## config.mk

```make
export PLATFORM = sky130hd
export DESIGN_NAME = utf8_stream_decode_fold
export DESIGN_NICKNAME = d
export VERILOG_FILES = /design/src/rtl/core/utf8sd_pkg.sv /design/src/rtl/core/utf8sd_decode.sv /design/src/rtl/core/utf8sd_burst.sv /design/src/rtl/core/utf8_stream_decode_fold.sv
export VERILOG_INCLUDE_DIRS = /design/src /design/src/rtl/core
export SDC_FILE = /design/constraint.sdc
export NUM_CORES = 1
export LEC_CHECK = 0
export BUFFER_PORTS_ARGS = -buffer_cell sky130_fd_sc_hd__buf_2
export CAP_MARGIN = 40
export CORE_UTILIZATION = 50
export CTS_CLUSTER_DIAMETER = 120
export DETAILED_ROUTE_END_ITERATION = 10
export PLACE_DENSITY_LB_ADDON = 0.08
export SETUP_SLACK_MARGIN = 0.4
export SLEW_MARGIN = 15
export SYNTH_ARGS = -nofsm -noshare
export SYNTH_HDL_FRONTEND = slang
export SYNTH_HIERARCHICAL = 1
export SYNTH_SLANG_ARGS = --single-unit
```

## constraint.sdc

```tcl
create_clock -name clk -period 5 [get_ports clk]
set_clock_uncertainty 0.05 [all_clocks]
set_input_delay 0.5 -clock clk [delete_from_list [all_inputs] [get_ports clk]]
set_output_delay 0.5 -clock clk [all_outputs]
set_load 0.02 [all_outputs]
```

## src/rtl/core/utf8_stream_decode_fold_assert.svh

```systemverilog
// Assertion macros shared by the UTF-8 decode and fold RTL.
// Stand-alone header; the including module supplies clock, reset and signals.
`ifndef UTF8_STREAM_DECODE_FOLD_ASSERT_SVH
`define UTF8_STREAM_DECODE_FOLD_ASSERT_SVH

// Same-cycle implication, disabled during reset.
`define UTF8SD_ASSERT(label, clk, rst, ante, cons) \
  label: assert property (@(posedge clk) disable iff (rst) (ante) |-> (cons)) \
    else $error("utf8sd assertion failed");

// Next-cycle implication, disabled during reset.
`define UTF8SD_ASSERT_NEXT(label, clk, rst, ante, cons) \
  label: assert property (@(posedge clk) disable iff (rst) (ante) |=> (cons)) \
    else $error("utf8sd assertion failed");

`endif

```

## src/rtl/core/utf8sd_pkg.sv

```systemverilog
// Types and constants for the UTF-8 stream decoder with lower-case fold.
// No dependencies; used by every module of the block.
package utf8sd_pkg;

  localparam int CP_W        = 21;
  localparam int MAX_RESULTS = 4;
  localparam int CNT_W       = $clog2(MAX_RESULTS + 1);

  // Sequence lengths announced by a lead byte.
  localparam logic [2:0] LEN_NONE = 3'd0;
  localparam logic [2:0] LEN_2    = 3'd2;
  localparam logic [2:0] LEN_3    = 3'd3;
  localparam logic [2:0] LEN_4    = 3'd4;

  // Lower-case fold ranges.
  localparam logic [CP_W-1:0] ASCII_UPPER_A   = 21'h00041;
  localparam logic [CP_W-1:0] ASCII_UPPER_Z   = 21'h0005A;
  localparam logic [CP_W-1:0] CYR_UPPER_FIRST = 21'h00410;
  localparam logic [CP_W-1:0] CYR_UPPER_LAST  = 21'h0042F;
  localparam logic [CP_W-1:0] FOLD_OFFSET     = 21'h00020;
  localparam logic [CP_W-1:0] CYR_IO_UPPER    = 21'h00401;
  localparam logic [CP_W-1:0] CYR_IO_LOWER    = 21'h00451;

  typedef struct packed {
    logic [CP_W-1:0] cp;
    logic [CP_W-1:0] folded;
    logic            raw;
    logic            last;
  } entry_t;

  typedef struct packed {
    entry_t [MAX_RESULTS-1:0] e;
    logic [CNT_W-1:0]         count;
  } burst_t;

endpackage

```

## src/rtl/core/utf8sd_decode.sv

```systemverilog
// Decode stage: sequence state registers and the single-pass decode of one byte.
// Depends on utf8sd_pkg and utf8_stream_decode_fold_assert.svh.
`include "utf8_stream_decode_fold_assert.svh"

module utf8sd_decode (
  input  logic              clk,
  input  logic              rst,
  input  logic              advance,
  input  logic [7:0]        data_byte,
  input  logic              end_of_string,
  output utf8sd_pkg::burst_t burst
);
  import utf8sd_pkg::*;

  localparam int NCAND = 7;

  logic [2:0][7:0] held_bytes, held_bytes_next;
  logic [1:0]      held_count, held_count_next;
  logic [2:0]      exp_len, exp_len_next;

  logic [2:0][7:0] post_bytes;
  logic [1:0]      post_count;
  logic [2:0]      post_len;

  logic            is_ascii, is_cont, holding, complete, append, break_seq, fresh;
  logic [2:0]      lead_len;
  logic [CP_W-1:0] assembled, primary_cp;
  entry_t          cand [NCAND];
  logic [NCAND-1:0] cand_en;
  logic [CNT_W-1:0] n;

  function automatic logic [CP_W-1:0] fold_lower(input logic [CP_W-1:0] cp);
    logic [CP_W-1:0] r;
    r = cp;
    if (cp >= ASCII_UPPER_A && cp <= ASCII_UPPER_Z) begin
      r = cp + FOLD_OFFSET;
    end else if (cp >= CYR_UPPER_FIRST && cp <= CYR_UPPER_LAST) begin
      r = cp + FOLD_OFFSET;
    end else if (cp == CYR_IO_UPPER) begin
      r = CYR_IO_LOWER;
    end
    return r;
  endfunction

  function automatic entry_t raw_entry(input logic [7:0] b);
    entry_t t;
    t.cp     = {{(CP_W-8){1'b0}}, b};
    t.folded = {{(CP_W-8){1'b0}}, b};
    t.raw    = 1'b1;
    t.last   = 1'b0;
    return t;
  endfunction

  always_comb begin
    is_ascii = ~data_byte[7];
    is_cont  = (data_byte[7:6] == 2'b10);
    if (data_byte[7:5] == 3'b110) begin
      lead_len = LEN_2;
    end else if (data_byte[7:4] == 4'b1110) begin
      lead_len = LEN_3;
    end else if (data_byte[7:3] == 5'b11110) begin
      lead_len = LEN_4;
    end else begin
      lead_len = LEN_NONE;
    end

    holding   = (held_count != 2'd0);
    complete  = holding && is_cont && ((3'(held_count) + 3'd1) == exp_len);
    append    = holding && is_cont && !complete;
    break_seq = holding && !is_cont;
    fresh     = !holding || break_seq;

    case (exp_len)
      LEN_2:   assembled = {10'd0, held_bytes[0][4:0], data_byte[5:0]};
      LEN_3:   assembled = {5'd0, held_bytes[0][3:0], held_bytes[1][5:0], data_byte[5:0]};
      default: assembled = {held_bytes[0][2:0], held_bytes[1][5:0], held_bytes[2][5:0],
                            data_byte[5:0]};
    endcase
    primary_cp = complete ? assembled : {{(CP_W-8){1'b0}}, data_byte};

    // State after the byte itself, before any end-of-string flush.
    post_bytes = held_bytes;
    post_count = held_count;
    post_len   = exp_len;
    if (complete) begin
      post_count = 2'd0;
      post_len   = LEN_NONE;
    end else if (append) begin
      post_bytes[held_count] = data_byte;
      post_count = held_count + 2'd1;
    end else if (fresh) begin
      post_bytes[0] = data_byte;
      post_count = (lead_len != LEN_NONE) ? 2'd1 : 2'd0;
      post_len   = lead_len;
    end

    // Held bytes of a broken sequence go first, then the new byte, then
    // anything the end of the string leaves behind.
    for (int i = 0; i < 3; i++) begin
      cand[i]       = raw_entry(held_bytes[i]);
      cand_en[i]    = break_seq && (2'(i) < held_count);
      cand[4+i]     = raw_entry(post_bytes[i]);
      cand_en[4+i]  = end_of_string && (2'(i) < post_count);
    end
    cand[3].cp     = primary_cp;
    cand[3].folded = fold_lower(primary_cp);
    cand[3].raw    = fresh && !is_ascii;
    cand[3].last   = 1'b0;
    cand_en[3]     = complete || (fresh && lead_len == LEN_NONE);

    burst = '0;
    n     = '0;
    for (int k = 0; k < NCAND; k++) begin
      if (cand_en[k] && n < CNT_W'(MAX_RESULTS)) begin
        burst.e[n[1:0]] = cand[k];
        n = n + 1'b1;
      end
    end
    if (n != '0) begin
      burst.e[2'(n - 1'b1)].last = 1'b1;
    end
    burst.count = n;

    if (end_of_string) begin
      held_bytes_next = '0;
      held_count_next = 2'd0;
      exp_len_next    = LEN_NONE;
    end else begin
      held_bytes_next = post_bytes;
      held_count_next = post_count;
      exp_len_next    = (post_count == 2'd0) ? LEN_NONE : post_len;
    end
  end

  always_ff @(posedge clk) begin
    if (rst) begin
      held_bytes <= '0;
      held_count <= 2'd0;
      exp_len    <= LEN_NONE;
    end else if (advance) begin
      held_bytes <= held_bytes_next;
      held_count <= held_count_next;
      exp_len    <= exp_len_next;
    end
  end

  `UTF8SD_ASSERT(held_len_ok, clk, rst, held_count != 2'd0, (exp_len >= LEN_2) && (exp_len <= LEN_4) && (3'(held_count) < exp_len))
  `UTF8SD_ASSERT(idle_len_clear, clk, rst, held_count == 2'd0, exp_len == LEN_NONE)
  `UTF8SD_ASSERT_NEXT(eos_clears_state, clk, rst, advance && end_of_string, held_count == 2'd0)

endmodule

```

## src/rtl/core/utf8sd_burst.sv

```systemverilog
// Result register: holds the results of one byte and hands them out in order.
// Depends on utf8sd_pkg and utf8_stream_decode_fold_assert.svh.
`include "utf8_stream_decode_fold_assert.svh"

module utf8sd_burst (
  input  logic                         clk,
  input  logic                         rst,
  input  logic                         load,
  input  utf8sd_pkg::burst_t           burst,
  output logic                         can_load,
  output logic                         out_valid,
  input  logic                         out_ready,
  output logic [utf8sd_pkg::CP_W-1:0]  code_point,
  output logic [utf8sd_pkg::CP_W-1:0]  folded_point,
  output logic                         raw_fallback,
  output logic                         run_last
);
  import utf8sd_pkg::*;

  entry_t           slots [MAX_RESULTS];
  logic [CNT_W-1:0] cnt;
  logic             take;

  assign out_valid    = (cnt != '0);
  assign take         = out_valid && out_ready;
  // A new burst may enter as the final result of the current one leaves.
  assign can_load     = (cnt == '0) || ((cnt == CNT_W'(1)) && take);
  assign code_point   = slots[0].cp;
  assign folded_point = slots[0].folded;
  assign raw_fallback = slots[0].raw;
  assign run_last     = slots[0].last;

  always_ff @(posedge clk) begin
    if (rst) begin
      cnt <= '0;
    end else if (load) begin
      cnt <= burst.count;
    end else if (take) begin
      cnt <= cnt - 1'b1;
    end
  end

  always_ff @(posedge clk) begin
    if (load) begin
      for (int i = 0; i < MAX_RESULTS; i++) begin
        slots[i] <= burst.e[i];
      end
    end else if (take) begin
      for (int i = 0; i < MAX_RESULTS - 1; i++) begin
        slots[i] <= slots[i+1];
      end
    end
  end

  `UTF8SD_ASSERT(count_in_range, clk, rst, 1'b1, cnt <= CNT_W'(MAX_RESULTS))
  `UTF8SD_ASSERT(final_marks_last, clk, rst, cnt == CNT_W'(1), slots[0].last)
  `UTF8SD_ASSERT(early_not_last, clk, rst, cnt > CNT_W'(1), !slots[0].last)
  `UTF8SD_ASSERT_NEXT(burst_drains, clk, rst, take && (cnt > CNT_W'(1)), cnt == $past(cnt) - 1'b1)

endmodule

```

## src/rtl/core/utf8_stream_decode_fold.sv

```systemverilog
// UTF-8 stream decoder with lower-case fold.
// Input channel: one byte per transfer (data_byte, end_of_string) on in_valid/in_ready.
// Output channel: one code point per transfer (code_point, folded_point,
// raw_fallback, run_last) on out_valid/out_ready.
// A byte enters an input register; once the result register can load, the
// decoder works out all of its results at once and loads them into a four-entry
// result register. A byte gives zero to four results; run_last marks the final
// one of a byte. Throughput is one byte per cycle while each byte gives at most
// one result and the receiver is ready; a byte with more results holds the result
// register until all leave by its single output port. A byte that only holds
// part of a sequence gives none. When the receiver stalls, the result register
// holds and the input register fills; in_ready falls once both are occupied, and
// no data is lost. Reset (rst, synchronous) empties both registers and clears the
// held sequence.
// Depends on utf8sd_pkg, utf8sd_decode and utf8sd_burst.
module utf8_stream_decode_fold (
  input  logic                         clk,
  input  logic                         rst,
  input  logic                         in_valid,
  output logic                         in_ready,
  input  logic [7:0]                   data_byte,
  input  logic                         end_of_string,
  output logic                         out_valid,
  input  logic                         out_ready,
  output logic [utf8sd_pkg::CP_W-1:0]  code_point,
  output logic [utf8sd_pkg::CP_W-1:0]  folded_point,
  output logic                         raw_fallback,
  output logic                         run_last
);
  import utf8sd_pkg::*;

  logic       in_full;
  logic [7:0] in_byte;
  logic       in_eos;
  logic       can_load;
  logic       consume;
  burst_t     burst;

  assign consume  = in_full && can_load;
  assign in_ready = !in_full || consume;

  always_ff @(posedge clk) begin
    if (rst) begin
      in_full <= 1'b0;
    end else if (in_valid && in_ready) begin
      in_full <= 1'b1;
    end else if (consume) begin
      in_full <= 1'b0;
    end
  end

  always_ff @(posedge clk) begin
    if (in_valid && in_ready) begin
      in_byte <= data_byte;
      in_eos  <= end_of_string;
    end
  end

  utf8sd_decode u_decode (
    .clk           (clk),
    .rst           (rst),
    .advance       (consume),
    .data_byte     (in_byte),
    .end_of_string (in_eos),
    .burst         (burst)
  );

  utf8sd_burst u_burst (
    .clk          (clk),
    .rst          (rst),
    .load         (consume),
    .burst        (burst),
    .can_load     (can_load),
    .out_valid    (out_valid),
    .out_ready    (out_ready),
    .code_point   (code_point),
    .folded_point (folded_point),
    .raw_fallback (raw_fallback),
    .run_last     (run_last)
  );

endmodule

```

==> run metrics <==
H-tree Lvls=1; Arr. time, crit path=4.70 ns; Hold Buf Count CTS=0; Pleak=5.76 nW; IO Pins=59; Final TNS setup=0 ns; largest area contributor in the synthesized netlist=edfxtp_1; Clk pin slew, worst setup/hold paths=around 0.07 ns; # diodes=0; Syn Nets=approximately 1200; fill cell count=2189; crit start category=flop; Slew Viols, Final=0; WL per Instance=roughly 24 um; Non-Filler Cell Area, Final=about 15000 um^2; yosys warns=6; Async SR Flop Fraction=0; ys flop type=edfxtp_1; fin util=0.587; Hold Fails Final Rpt=0; hold path depth=1; CP Class=flop to flop; Pre-Repair DR Iteration Count=5; DIE AREA=roughly 27000 um^2; EDFF count, synth=185; hold_ws=~0.095 ns; R2R depth=22; post-DP HPWL=between 20000 and 30000 um; RR Endpoint=u_burst/slots[1][7]; Starting Density=0.515; CTS Buf Count=25; Synth top area share=0.425; Post-Syn Instances=about 1200; vias in the first global route=9173; fin crit share=0.893; Via density=6.15; vias post-DR=9950; CTS tree=yes; crit end category=flop; Final #Nets=roughly 1300; register area share after synthesis=0.476; Worst-Margin Slew=between 0.9 and 1 ns; CTS Buffer Depth=3; maximum clock frequency=approximately 0.22 GHz; DIE HEIGHT=between 150 and 200 um; Synth Cell Area=between 10000 and 15000 um^2; share of layout cells above drive strength 1=0.293; r2r setup slk=0.53 ns; IO buf count=58; critical path fanouts, max=12; start of the worst register-to-register path=u_decode/held_count[1]; Cell variety after synth=94; Post-DRT Antenna Nets=0; TritonCTS Sinks=about 220; clk_lat worst skew=roughly 0.54 ns; Power Total=between 6 and 7 mW; synth top area cells=edfxtp_1, mux2_4, nor2_1; CP required=about 5.2 ns; largest net degree at the start of global routing=63; RSZ-0062 raised after global routing=false; DRT Wirelength=38900 um; Peak VDD IR=0.454 mV; area delta synth->final=14.1%; initial DRC count=1272; worst hold start=data_byte[2]; count leader, synth=edfxtp_1; first-pass GRT wire length=a little under 60000 um; Hold Path Class=input port to flop; GRT Overall Usage=0.290; synth cell count leaders=edfxtp_1, nor2_1, nand2_1; Core Rows=just under 60; Slew HR=0.367; flops & latches, synth=roughly 220; setup violators final=0; clock root cell=clkbuf_16; Final GP Congestion=about 0.95; Overflow after GRT=0; outcome=finished, final reports clean; DRC viols=0; WHS Endpoint=in_byte[2]; die width=about 160 um; initial antenna violation count=0; core footprint=25400 um^2; total of max-cap violations=0; syn_area_per_cell=around 11 um^2; Pwr Density=460 nW/um^2; DP Area=about 14000 um^2; Final min period=4.47 ns
## per-stage QoR
stage / setup WS, ns / cells
final: 0.533 / 1619
after global routing: 0.341 / 1619
after CTS: 0.344 / 1602
after floorplan: 0.295 / 1193
after global placement: 0.379 / 1554
after detailed placement: 0.232 / 1555
## state kept, by name, indices dropped and copies added, names as in the netlist
register,cells
in_eos,1
u_burst/slots,176
u_decode/cand,24
in_full,1
u_decode/exp_len,3
u_burst/cnt,3
in_byte,8
u_decode/held_count,2
## repair_timing
item                                   in CTS  in global routing
gates resized for setup                     7                 27
setup endpoints to repair                  29                 49
pin swaps                                   1                  9
setup buffers                               2                 17
endpoints found under the hold margin       0                  0
## kinds of logic (layout without fill, tap and decap cells)
logic type               Yosys count  in the layout  synth area share
AND/OR/NAND/NOR                  382            382             0.137
flip-flops                       218            218             0.476
AO/OA/AOI/OAI                    273            273             0.143
XOR/XNOR                          12             12           0.00919
adder cells (fa/ha/maj)           33             33            0.0316
buffers and inverters            115            211            0.0429
multiplexers                     160            160             0.160
## report_power, final
part	internal, mW	switching, mW	total (mW)
clock network	0.987	0.754	1.74
registers	2.81	0.170	2.98
logic	0.850	1.29	2.14
total	4.65	2.21	6.87
## final cells by class
| cell class | count | area, um^2 | share of cell area |
|---|---|---|---|
| Tap cell | 330 | 413 | 0.0277 |
| Clock inverter | 10 | 71.3 | 0.00478 |
| Inverter | 28 | 110 | 0.00738 |
| Clock buffer | 35 | 703 | 0.0471 |
| Sequential cell | 218 | 6220 | 0.417 |
| Multi-Input combinational cell | 860 | 6450 | 0.433 |
| Timing Repair Buffer | 138 | 945 | 0.0633 |
## worst max-delay path by stage
stage                                 from                  end  slack [ns]  cells after the start
finish              u_decode/held_count[1]  u_burst/slots[1][7]        0.53                     22
global route        u_decode/held_count[1]  u_burst/slots[2][9]        0.34                     24
CTS                 u_decode/held_count[1]  u_burst/slots[2][9]        0.34                     25
detailed placement  u_decode/held_count[1]  u_burst/slots[2][9]        0.23                     25
global placement    u_decode/held_count[1]  u_burst/slots[2][9]        0.38                     25
floorplan                       in_byte[7]  u_burst/slots[2][9]        0.30                     27
## worst max-delay path: stages (launching register included)
cell and delay (ns):
dfxtp_2 0.33, inv_2 0.06, ha_4 0.19, nor2_4 0.11, buf_6 0.13, inv_1 0.06, ha_1 0.20, and3_1 0.17
nor2_2 0.17, ha_1 0.25, inv_1 0.07, mux2i_2 0.07, ha_2 0.31, nand2b_1 0.09, o21a_1 0.18, inv_2 0.07
ha_1 0.20, nand2_1 0.43, o21ai_0 0.26, or3_1 0.38, o21ai_0 0.08, a21oi_1 0.07, mux2_4 0.28
## per-layer routing
metal	track usage	routed length (um)	vias up	part of all wire
met5	0	0	-	0
met4	0.109	1370	0	0.035
met3	0.0378	3000	73	0.077
met2	0.430	16900	447	0.43
met1	0.429	17700	4862	0.45
li1	-	-	4568	-
## cells in the final DEF, fill, tap and decap left out, types with 7 or more instances in the layout
master     netlist  final
o221ai_1        11     11
nand4_1          9      9
clkbuf_16        0     25
mux2i_1         16     15
nor2b_1          9      7
and2_1          14     13
a221oi_1        10     10
nor2_1         182    180
a21o_1           8      7
mux2_2          58     57
o21ai_0         63     57
nand3_1         27     27
o22ai_1          9      9
mux2_4          84     85
edfxtp_1       185    185
ha_1            33     29
o211ai_1         7      7
a21boi_0         9      9
buf_4            4     75
nor3_1           9      9
dfxtp_1         33     31
nand2_1         86     80
a211oi_1         8      7
inv_1           26     24
a22oi_1         11     11
o21ai_1          2      7
buf_2           14     58
a21oi_1         68     68
No activity file was read; power rests on OpenSTA's default activity.
